$ cat config.mk
export PLATFORM = sky130hd
export DESIGN_NAME = effective_address_generator_unit
export DESIGN_NICKNAME = d
export VERILOG_FILES = /design/src/eag_pkg.sv /design/src/eag_ram.sv /design/src/eag_regfile.sv /design/src/eag_calc.sv /design/src/effective_address_generator_unit.sv
export SDC_FILE = /design/constraint.sdc
export NUM_CORES = 2
export LEC_CHECK = 0
export BUFFER_PORTS_ARGS = -buffer_cell sky130_fd_sc_hd__buf_2
export CORE_MARGIN = 2
export CORE_UTILIZATION = 45
export DETAILED_ROUTE_END_ITERATION = 10
export PLACE_DENSITY = 0.7
export REMOVE_ABC_BUFFERS = 1
export SLEW_MARGIN = 20
export SYNTH_ARGS = -nofsm -noshare
export SYNTH_HDL_FRONTEND = slang
export SYNTH_SLANG_ARGS = --single-unit
$ cat constraint.sdc
create_clock -name clk -period 9.4 [get_ports clk]
set_clock_uncertainty 0.15 [all_clocks]
set_input_delay 1.88 -clock clk [delete_from_list [all_inputs] [get_ports clk]]
set_output_delay 1.88 -clock clk [all_outputs]
set_load 0.005 [all_outputs]
$ cat src/eag_pkg.sv
`default_nettype none
// ----------------------------------------------------------------------------
// eag_pkg
// Types, codes and helpers shared by the effective address generator.
// ----------------------------------------------------------------------------
package eag_pkg;

  localparam int RF_DEPTH = 16;
  localparam int RF_AW    = 4;

  typedef enum logic [1:0] {
    REQ_WRITE = 2'd0,
    REQ_ADDR  = 2'd1,
    REQ_DATA  = 2'd2,
    REQ_READ  = 2'd3
  } req_t;

  typedef enum logic [1:0] {
    KIND_FINAL   = 2'd0,
    KIND_REQ     = 2'd1,
    KIND_REG     = 2'd2,
    KIND_INVALID = 2'd3
  } kind_t;

  localparam logic [2:0] MODE_IND     = 3'd2;
  localparam logic [2:0] MODE_POSTINC = 3'd3;
  localparam logic [2:0] MODE_PREDEC  = 3'd4;
  localparam logic [2:0] MODE_DISP    = 3'd5;
  localparam logic [2:0] MODE_INDEX   = 3'd6;
  localparam logic [2:0] MODE_SPECIAL = 3'd7;

  localparam logic [2:0] SUB_ABS_W    = 3'd0;
  localparam logic [2:0] SUB_ABS_L    = 3'd1;
  localparam logic [2:0] SUB_PC_DISP  = 3'd2;
  localparam logic [2:0] SUB_PC_INDEX = 3'd3;
  localparam logic [2:0] SUB_IMM      = 3'd4;

  localparam logic [2:0] STACK_REG    = 3'd7;

  typedef struct packed {
    logic [1:0]  req_type;
    logic [2:0]  mode;
    logic [2:0]  reg_num;
    logic [3:0]  size_bytes;
    logic [15:0] ext_first;
    logic [63:0] following_words;
    logic [31:0] pc_value;
    logic [3:0]  reg_select;
    logic [31:0] data_value;
  } in_word_t;

  typedef struct packed {
    logic [1:0]  result_kind;
    logic [31:0] address;
    logic [3:0]  pc_advance;
  } out_word_t;

  typedef struct packed {
    logic             en;
    logic [RF_AW-1:0] addr;
    logic [31:0]      data;
  } rf_wr_t;

  typedef struct packed {
    logic        active;
    logic [31:0] index;
    logic [31:0] outer;
    logic        post;
    logic [3:0]  advance;
  } pend_t;

  function automatic logic [31:0] sx16(input logic [15:0] v);
    return {{16{v[15]}}, v};
  endfunction

  function automatic logic [31:0] sx8(input logic [7:0] v);
    return {{24{v[7]}}, v};
  endfunction

endpackage
`default_nettype wire

$ cat src/eag_ram.sv
`default_nettype none
// ----------------------------------------------------------------------------
// eag_ram
// Generic RAM with one write port and two registered read ports.
// ----------------------------------------------------------------------------
module eag_ram #(
  parameter int WIDTH = 32,
  parameter int DEPTH = 16
) (
  input  wire logic                     clk,
  input  wire logic                     wr_en,
  input  wire logic [$clog2(DEPTH)-1:0] wr_addr,
  input  wire logic [WIDTH-1:0]         wr_data,
  input  wire logic                     rd_en,
  input  wire logic [$clog2(DEPTH)-1:0] rd_addr_a,
  input  wire logic [$clog2(DEPTH)-1:0] rd_addr_b,
  output logic      [WIDTH-1:0]         rd_data_a,
  output logic      [WIDTH-1:0]         rd_data_b
);

  logic [WIDTH-1:0] mem [DEPTH];

  always_ff @(posedge clk) begin
    if (wr_en) begin
      mem[wr_addr] <= wr_data;
    end
    if (rd_en) begin
      rd_data_a <= mem[rd_addr_a];
      rd_data_b <= mem[rd_addr_b];
    end
  end

endmodule
`default_nettype wire

$ cat src/eag_regfile.sv
`default_nettype none
// ----------------------------------------------------------------------------
// eag_regfile
// Data and address registers held in a RAM, with valid bits so that an
// unwritten register reads as zero, and bypass of a same-cycle write.
// ----------------------------------------------------------------------------
module eag_regfile
  import eag_pkg::*;
(
  input  wire logic             clk,
  input  wire logic             rst,
  input  wire logic             rd_en,
  input  wire logic [RF_AW-1:0] rd_addr_a,
  input  wire logic [RF_AW-1:0] rd_addr_b,
  input  wire rf_wr_t           wr,
  output logic      [31:0]      rd_data_a,
  output logic      [31:0]      rd_data_b
);

  logic [RF_DEPTH-1:0] vld;
  logic                vld_a;
  logic                vld_b;
  logic [RF_AW-1:0]    addr_a;
  logic [RF_AW-1:0]    addr_b;
  rf_wr_t              fwd;
  logic [31:0]         ram_a;
  logic [31:0]         ram_b;

  eag_ram #(
    .WIDTH(32),
    .DEPTH(RF_DEPTH)
  ) u_ram (
    .clk       (clk),
    .wr_en     (wr.en),
    .wr_addr   (wr.addr),
    .wr_data   (wr.data),
    .rd_en     (rd_en),
    .rd_addr_a (rd_addr_a),
    .rd_addr_b (rd_addr_b),
    .rd_data_a (ram_a),
    .rd_data_b (ram_b)
  );

  always_ff @(posedge clk) begin
    if (rst) begin
      vld    <= '0;
      fwd.en <= 1'b0;
    end else begin
      if (wr.en) begin
        vld[wr.addr] <= 1'b1;
      end
      if (rd_en) begin
        fwd.en   <= wr.en;
        fwd.addr <= wr.addr;
        fwd.data <= wr.data;
      end
    end
  end

  always_ff @(posedge clk) begin
    if (rd_en) begin
      vld_a  <= vld[rd_addr_a];
      vld_b  <= vld[rd_addr_b];
      addr_a <= rd_addr_a;
      addr_b <= rd_addr_b;
    end
  end

  always_comb begin
    if (fwd.en && fwd.addr == addr_a) begin
      rd_data_a = fwd.data;
    end else begin
      rd_data_a = vld_a ? ram_a : 32'd0;
    end
    if (fwd.en && fwd.addr == addr_b) begin
      rd_data_b = fwd.data;
    end else begin
      rd_data_b = vld_b ? ram_b : 32'd0;
    end
  end

endmodule
`default_nettype wire

$ cat src/eag_calc.sv
`default_nettype none
// ----------------------------------------------------------------------------
// eag_calc
// Address arithmetic for one word: decodes the mode, forms the result,
// the register write-back and the next indirection state.
// ----------------------------------------------------------------------------
module eag_calc
  import eag_pkg::*;
(
  input  wire in_word_t    item,
  input  wire logic [31:0] base_val,
  input  wire logic [31:0] index_val,
  input  wire pend_t       pend,
  output logic             res_valid,
  output out_word_t        res,
  output rf_wr_t           wr,
  output pend_t            pend_next
);

  logic [15:0] ext;
  logic [15:0] w0, w1, w2, w3;
  logic [15:0] wa, wb;
  logic [4:0]  step;
  logic [31:0] idx;
  logic [31:0] ext_base;
  logic [31:0] full_base;
  logic [31:0] full_idx;
  logic [31:0] bd, od;
  logic [1:0]  kb, ko;
  logic [2:0]  ksum;
  logic [3:0]  adv;
  logic [31:0] brief_addr;
  logic [31:0] pre_sum;
  logic        is_full;
  logic        is_indirect;

  assign ext = item.ext_first;
  assign w0  = item.following_words[63:48];
  assign w1  = item.following_words[47:32];
  assign w2  = item.following_words[31:16];
  assign w3  = item.following_words[15:0];

  always_comb begin
    step = {1'b0, item.size_bytes} +
           ((item.reg_num == STACK_REG && item.size_bytes == 4'd1) ? 5'd1 : 5'd0);

    idx = ext[11] ? index_val : sx16(index_val[15:0]);
    idx = idx << ext[10:9];

    ext_base   = (item.mode == MODE_SPECIAL) ? item.pc_value : base_val;
    brief_addr = ext_base + sx8(ext[7:0]) + idx;
    full_base  = ext[7] ? 32'd0 : ext_base;
    full_idx   = ext[6] ? 32'd0 : idx;

    case (ext[5:4])
      2'd2: begin
        bd = sx16(w0);
        kb = 2'd1;
      end
      2'd3: begin
        bd = {w0, w1};
        kb = 2'd2;
      end
      default: begin
        bd = 32'd0;
        kb = 2'd0;
      end
    endcase

    case (kb)
      2'd0: begin
        wa = w0;
        wb = w1;
      end
      2'd1: begin
        wa = w1;
        wb = w2;
      end
      default: begin
        wa = w2;
        wb = w3;
      end
    endcase

    case (ext[1:0])
      2'd2: begin
        od = sx16(wa);
        ko = 2'd1;
      end
      2'd3: begin
        od = {wa, wb};
        ko = 2'd2;
      end
      default: begin
        od = 32'd0;
        ko = 2'd0;
      end
    endcase

    ksum        = {1'b0, kb} + {1'b0, ko};
    adv         = 4'd2 + {ksum, 1'b0};
    pre_sum     = full_base + bd;
    is_full     = ext[8];
    is_indirect = ext[1:0] != 2'd0;
  end

  always_comb begin
    res_valid = 1'b0;
    res       = '0;
    wr        = '0;
    pend_next = pend;
    case (req_t'(item.req_type))
      REQ_WRITE: begin
        wr.en   = 1'b1;
        wr.addr = item.reg_select;
        wr.data = item.data_value;
      end
      REQ_READ: begin
        res_valid       = 1'b1;
        res.result_kind = KIND_REG;
        res.address     = base_val;
      end
      REQ_DATA: begin
        if (pend.active) begin
          pend_next.active = 1'b0;
          res_valid        = 1'b1;
          res.result_kind  = KIND_FINAL;
          res.address      = item.data_value + (pend.post ? pend.index : 32'd0) + pend.outer;
          res.pc_advance   = pend.advance;
        end
      end
      default: begin
        pend_next.active = 1'b0;
        res_valid        = 1'b1;
        res.result_kind  = KIND_FINAL;
        if (item.mode == MODE_INDEX ||
            (item.mode == MODE_SPECIAL && item.reg_num == SUB_PC_INDEX)) begin
          if (!is_full) begin
            res.address    = brief_addr;
            res.pc_advance = 4'd2;
          end else if (!is_indirect) begin
            res.address    = pre_sum + full_idx;
            res.pc_advance = adv;
          end else begin
            res.result_kind   = KIND_REQ;
            res.address       = ext[2] ? pre_sum : pre_sum + full_idx;
            res.pc_advance    = adv;
            pend_next.active  = 1'b1;
            pend_next.index   = full_idx;
            pend_next.outer   = od;
            pend_next.post    = ext[2];
            pend_next.advance = adv;
          end
        end else begin
          case (item.mode)
            MODE_IND: begin
              res.address = base_val;
            end
            MODE_POSTINC: begin
              res.address = base_val;
              wr.en       = 1'b1;
              wr.addr     = {1'b1, item.reg_num};
              wr.data     = base_val + {27'd0, step};
            end
            MODE_PREDEC: begin
              res.address = base_val - {27'd0, step};
              wr.en       = 1'b1;
              wr.addr     = {1'b1, item.reg_num};
              wr.data     = base_val - {27'd0, step};
            end
            MODE_DISP: begin
              res.address    = base_val + sx16(ext);
              res.pc_advance = 4'd2;
            end
            MODE_SPECIAL: begin
              case (item.reg_num)
                SUB_ABS_W: begin
                  res.address    = sx16(ext);
                  res.pc_advance = 4'd2;
                end
                SUB_ABS_L: begin
                  res.address    = {ext, w0};
                  res.pc_advance = 4'd4;
                end
                SUB_PC_DISP: begin
                  res.address    = item.pc_value + sx16(ext);
                  res.pc_advance = 4'd2;
                end
                SUB_IMM: begin
                  if (item.size_bytes == 4'd1) begin
                    res.address    = item.pc_value + 32'd1;
                    res.pc_advance = 4'd2;
                  end else begin
                    res.address    = item.pc_value;
                    res.pc_advance = item.size_bytes;
                  end
                end
                default: begin
                  res.result_kind = KIND_INVALID;
                end
              endcase
            end
            default: begin
              res.result_kind = KIND_INVALID;
            end
          endcase
        end
      end
    endcase
  end

endmodule
`default_nettype wire

$ cat src/effective_address_generator_unit.sv
`default_nettype none
// The accepted word and its register file read data are registered into stage
// s1, and the result formed there is registered into out_word.
// Throughput: one word per cycle unless the output stalls; the register file
// RAM is read on acceptance and its write port is used by the following stage.
// Reset: synchronous; all registers read as zero, the pending indirection
// and both pipeline stages are cleared, and a word is taken straight away.
// ----------------------------------------------------------------------------
// effective_address_generator_unit
// Effective address generation for the memory addressing modes,
// with register file access and memory-indirect completion.
// ----------------------------------------------------------------------------
module effective_address_generator_unit
  import eag_pkg::*;
(
  input  wire logic      clk,
  input  wire logic      rst,
  input  wire logic      in_valid,
  output logic           in_stall,
  input  wire in_word_t  in_word,
  output logic           out_valid,
  input  wire logic      out_stall,
  output out_word_t      out_word
);

  logic             accept;
  logic             s1_valid;
  logic             s1_fire;
  in_word_t         s1_word;
  logic [RF_AW-1:0] rd_addr_a;
  logic [31:0]      rd_data_a;
  logic [31:0]      rd_data_b;
  rf_wr_t           calc_wr;
  rf_wr_t           rf_wr;
  pend_t            pend;
  pend_t            pend_next;
  logic             res_valid;
  out_word_t        res;

  assign s1_fire  = s1_valid && (!out_valid || !out_stall);
  assign in_stall = s1_valid && !s1_fire;
  assign accept   = in_valid && !in_stall;

  assign rd_addr_a = (in_word.req_type == REQ_READ) ? in_word.reg_select
                                                    : {1'b1, in_word.reg_num};

  always_comb begin
    rf_wr    = calc_wr;
    rf_wr.en = calc_wr.en && s1_fire;
  end

  eag_regfile u_regfile (
    .clk       (clk),
    .rst       (rst),
    .rd_en     (accept),
    .rd_addr_a (rd_addr_a),
    .rd_addr_b (in_word.ext_first[15:12]),
    .wr        (rf_wr),
    .rd_data_a (rd_data_a),
    .rd_data_b (rd_data_b)
  );

  eag_calc u_calc (
    .item      (s1_word),
    .base_val  (rd_data_a),
    .index_val (rd_data_b),
    .pend      (pend),
    .res_valid (res_valid),
    .res       (res),
    .wr        (calc_wr),
    .pend_next (pend_next)
  );

  always_ff @(posedge clk) begin
    if (rst) begin
      s1_valid  <= 1'b0;
      out_valid <= 1'b0;
      pend      <= '0;
    end else begin
      if (accept) begin
        s1_valid <= 1'b1;
      end else if (s1_fire) begin
        s1_valid <= 1'b0;
      end
      if (s1_fire) begin
        out_valid <= res_valid;
        pend      <= pend_next;
      end else if (!out_stall) begin
        out_valid <= 1'b0;
      end
    end
  end

  always_ff @(posedge clk) begin
    if (accept) begin
      s1_word <= in_word;
    end
    if (s1_fire) begin
      out_word <= res;
    end
  end

`ifndef SYNTHESIS
  a_reset_empty : assert property (@(posedge clk) rst |=> !out_valid && !s1_valid)
    else $error("Pipeline not empty after reset.");

  a_stall_cause : assert property (@(posedge clk) disable iff (rst)
    (s1_valid && !s1_fire) |-> (out_valid && out_stall))
    else $error("Stage held without a stalled output word.");

  a_req_pending : assert property (@(posedge clk) disable iff (rst)
    (s1_fire && res_valid && res.result_kind == KIND_REQ) |=> pend.active)
    else $error("Indirect request issued without pending state.");

  a_stall_valid : assert property (@(posedge clk) disable iff (rst)
    in_stall |-> s1_valid)
    else $error("Input stalled with an empty stage.");
`endif

endmodule
`default_nettype wire
Word level (Yosys, flattened, before mapping)
Memories as Yosys holds them, arrays and structs flattened. A register that Yosys moved wholly into a read port is not among the register bits.
Index checks and enable logic that the tools add are counted.

storage, ports and cells
  bits in writable memories = 512
  word-level logic and storage cells = 156
  bits in registers = 333
  input bits = 164
  memories = 1

operators by class
  magnitude comparators = 4
  reduce and logical (&&, ||, !) cells = 29
  shifts and indexed selects = 1
  add/subtract/negate cells = 14
  bitwise gates (word level) = 4
  muxes and demuxes = 53
  eq/ne operators = 23

memory list
  memory               words  bits a word  read ports  clocked after memory_dff  wr ports  RTL line       source
  u_regfile.u_ram.mem  16     32           2           2                         1         eag_ram.sv:21  logic [WIDTH-1:0] mem [DEPTH];

operators by type and width
  kind                                                number
  2-to-1 mux 32 bit                                   10
  adder 32 bit                                        8
  2-to-1 mux 70 bit                                   3
  case mux 37 bit (2 select lines)                    2
  2-to-1 mux 36 bit                                   4
  case mux 36 bit (4 select lines)                    1
  case mux 32 bit (2 select lines)                    2
  case mux 32 bit (4 select lines)                    1
  case mux 34 bit (3 select lines)                    1
  case mux 16 bit (2 select lines)                    2
  2-to-1 mux 38 bit                                   1
  2-to-1 mux 37 bit                                   1
  adder 32 x 1 -> 32 bit, second input constant       1
  adder 32 x 5 -> 32 bit                              1
  left shift 32 x 2 -> 32 bit                         1
  subtractor 32 x 5 -> 32 bit                         1
  == test 3 bit, second input constant                6
  bitwise OR 16 bit                                   1
  case mux 4 bit (2 select lines)                     2
  < comparator 4 x 5 -> 1 bit, second input constant  3
  == test 2 bit, second input constant                7
  2-to-1 mux 1 bit                                    13
  == test 3 x 2 -> 1 bit, second input constant       4
  case mux 2 bit (2 select lines)                     3
  26 further kinds                                    49

Logic depth before layout (Yosys ltp)
  word-level depth = 13
  depth in mapped cells = 34

Modules after synthesis
From an unflattened synthesis, not the netlist that was laid out.

second synthesis, totals
  cells, all modules = 4989
  area, all modules = 58065.7 um^2

modules (own cells, without submodules)
  module                            times used  area an instance (um^2)  cells each
  eag_ram                           1           24828.8                  1141
  eag_calc                          1           20556.0                  3020
  effective_address_generator_unit  1           9280.2                   517
  eag_regfile                       1           3400.8                   311

Worst setup path after synthesis
No wires, ideal clock.

  path kind = register to register
  start = register s1_word[139] (netlist name)
  end = register out_word[33] (netlist name) (data pin)
  setup slack = 1.323 ns
  stages on the path, launching flop included = 26
  clock period less this slack = 8.077 ns
  arrival time = 7.655 ns
  cell sequence = edfxtp_1 -> inv_1 -> and2_1 -> ha_1 -> fa_1 -> a211o_1 -> a2111oi_0 -> o311a_1 -> nor2_1 -> o21a_1 -> o21ai_0 -> nand2b_1 -> a21bo_2 -> xnor2_1 -> ha_1 -> and4_1 -> and2_1 -> a22oi_1 -> o21ai_0 -> or2_2 -> a2111oi_0 -> o31ai_1 -> xor2_1 -> nand2_1 -> a31oi_1 -> or4_1

RTL lines
  item                    RTL line                                source
  start, declared         effective_address_generator_unit.sv:29  in_word_t s1_word;
  start signal, assigned  effective_address_generator_unit.sv:96  s1_word <= in_word;
  end signal, assigned    effective_address_generator_unit.sv:99  out_word <= res;
  end, declared           effective_address_generator_unit.sv:23  output out_word_t out_word

==> impl_metrics.yaml <==
floorplanning:
  num_rows: 129
  pin_count: 204
  coreArea_um2: 124000
  die_x_um: 358
  dieArea_um2: 128000
  start_util_pct: 45.5
  die_y_um: 358
sta:
  post-route-period-util_pct: 94.2
  fmax_ghz: 0.113
  tns_ns: 0
  maxSlewViolCount: 0
  layout_min_cycle_time_ns: 8.86
  rsz0062_at_grt: "no"
  tightest_slew_ns: 1.12
  timing.slew.headroom_pct: 24.6
  worst_slack_ns: 0.541
  hold_viol: 0
  setup_violations: 0
detailed_routing:
  wl_mm: 207
  drc: 0
  firstDrtPassIters: 6
  drtIter0Drc: 5990
  via_count: 46500
  top_layer: "met4"
  met3WireLength_mm: 19.1
  wl_met1_mm: 81.2
  vias_per_cell: 6.46
  met2_length_mm: 95.8
  wl_per_cell_um: 28.8
  ant_nets: 0
logic_synthesis:
  ys_ff_latch: 904
  syn-instance-count: 5384
  synth_top_area_share_pct: 43.4
  synthFlopType: "edfxtp_1"
  yosys_warnings: 0
  avgSynthCellArea_um2: 10.5
  ys_types: 91
  async_flop_share_pct: 0
  yosysSeqAreaShare_pct: 46.5
  synthTopCellsByArea: "edfxtp_1 (43%), mux4_2 (6.7%), nand2_1 (6.0%), ha_1 (5.2%), a21oi_1 (3.5%)"
  synth_top_area_cell: "edfxtp_1"
  synth_area_um2: 56500
  synth-edff-count: 816
power:
  p_leak_nw: 23.5
  power.total_mw: 10.6
  power_density_nw_per_um2: 169
  irDropWorstVdd_mv: 0.159
clocking:
  ctsRootBufferMaster: "clkbuf_16"
  cts_tree: "done"
  clock_path_buffers: 3
  cts_setup_buffers: 0
  clk_latency_ns: 0.74
  clkSlewWorstSetupHoldPaths_ns: 0.07
  htreeDepth: 3
  cts_made_buffers: 95
  cts_sinks: 904
setup_path:
  cp-end-kind: "register"
  worst_path_max_delay_cell: "a2111oi_1"
  cpPeakStageDelay_ns: 0.69
  critPathBufInv: 0
  crit_fanout: 6
  r2r_setup_slack_ns: 0.54
  reg2regPathDepth: 30
  setup.worst_path.start_class: "register"
  timing.rr.start: "u_regfile.fwd[33]"
  r2r_end: "out_word[33]"
  crit_family: "compound AO/OA/AOI/OAI gates"
  worstPathArrival_ns: 9.17
  crit_type: "reg -> reg"
  critPathRequiredTime_ns: 9.71
  cp.depth: 30
min_path:
  hp-start: "pend[42]"
  hold_path_end: "pend[42]"
  hold_class: "reg -> reg"
  min_delay_path_depth: 2
placement:
  dpl_worst_slack_ns: 0.384
  numPortBuffers: 203
  dpl.cell_count: 7023
  gp_congestion: 1.08
  hpwlAfterDp_mm: 145
  postPlaceCellArea_um2: 59600
global_routing:
  overflow: 0
  grt_max_degree: 133
  grt_util_all_layers_pct: 31.7
  grt_pass1_wl_mm: 299
  grt_pass1_vias: 44800
  antenna_found_initial: 4
finish:
  final_cells: 7198
  design_area_um2: 62700
  layout_common_cells: "nand2_1 (907), edfxtp_1 (816), a21oi_1 (397)"
  layout_commonest_cell: "nand2_1"
  diodes: 0
  final_layout_size_suffix_gt1_share_pct: 13.4
  fin_nets: 5951
  syn_to_final_growth_pct: 11.0
outcome:
  status: "completed"
run:
  drv_cap: 0
[cell families after synthesis]
family                   after synthesis  synth area share (%)
AO/OA/AOI/OAI                       1263                  14.6
buffers and inverters                445                  2.97
flip-flops                           904                  46.5
XOR/XNOR                             245                  3.82
multiplexers                         292                  8.89
adder cells (fa/ha/maj)              304                  7.68
AND/OR/NAND/NOR                     1931                  15.5
[report_power, final]
| group | leakage, nW | internal (mW) | switching [mW] |
|---|---|---|---|
| clock network | 1.50 | 2.09 | 1.69 |
| registers | 8.31 | 4.50 | 0.123 |
| logic | 13.7 | 0.802 | 1.41 |
[layer usage]
layer  track usage, %  vias to the layer above
li1                 -                    20500
met1             41.7                    22900
met2             50.9                     2624
met3             4.88                      515
met4             16.2                        0
met5                0                        -
[worst max-delay path by stage]
stage | from | to | slack, ns
final | u_regfile.fwd[33] | out_word[33] | 0.54
after global routing | u_regfile.fwd[33] | out_word[33] | 0.08
after detailed placement | u_regfile.fwd[33] | out_word[33] | 0.38
after global placement | u_regfile.fwd[33] | out_word[33] | 0.46
after floorplan | in_word[158] | u_regfile.u_ram.rd_data_a[0] | -16.07
after CTS | u_regfile.fwd[33] | out_word[33] | 0.37
[state kept, by name (all words and copies together), names as in the netlist, 4 cells and up]
name	count
u_regfile.u_ram.mem	512
s1_word	160
pend	69
out_word	38
u_regfile.fwd	37
u_regfile.u_ram.rd_data_a	32
u_regfile.u_ram.rd_data_b	32
u_regfile.vld	16
u_regfile.addr_a	4
[through the flow]
step	util, %	hold slack, ns
after global routing	50.5	0.319
after global placement	48.0	0.289
after CTS	50.5	0.302
final	50.5	0.300
after floorplan	-	0.276
after detailed placement	48.0	0.294
[synth_stat cells, drive strengths merged (110+ instances only)]
master / number
mux4: 167
o21ai: 193
nor2: 325
a21oi: 399
a311oi: 110
nand3: 238
ha: 233
clkbuf: 282
edfxtp: 816
mux2i: 117
xnor2: 145
inv: 110
nand2: 909
[repair_timing]
| action | in CTS | in global routing |
|---|---|---|
| gates resized for setup | 0 | 2 |
| endpoints found under the setup margin | 0 | 2 |
| hold buffers | 0 | 0 |
[layout make-up]
class / count / area, um^2
clock inverter: 60 / 573
timing repair buffer: 335 / 2070
inverter: 112 / 438
fill: 11000 / 61400
clock buffer: 115 / 2510
sequential: 904 / 26300
multi-input combinational: 4035 / 28800
tap: 1637 / 2050
[worst register-to-register path: cells and delay by family, from the launching register on]
kind	cells	cell delay [ns]
simple gates	12	2.76
xor+xnor	2	0.44
compound gates	13	3.75
fa+ha+maj	3	1.07
flops	1	0.45
Power figures use the tool's default switching activity.
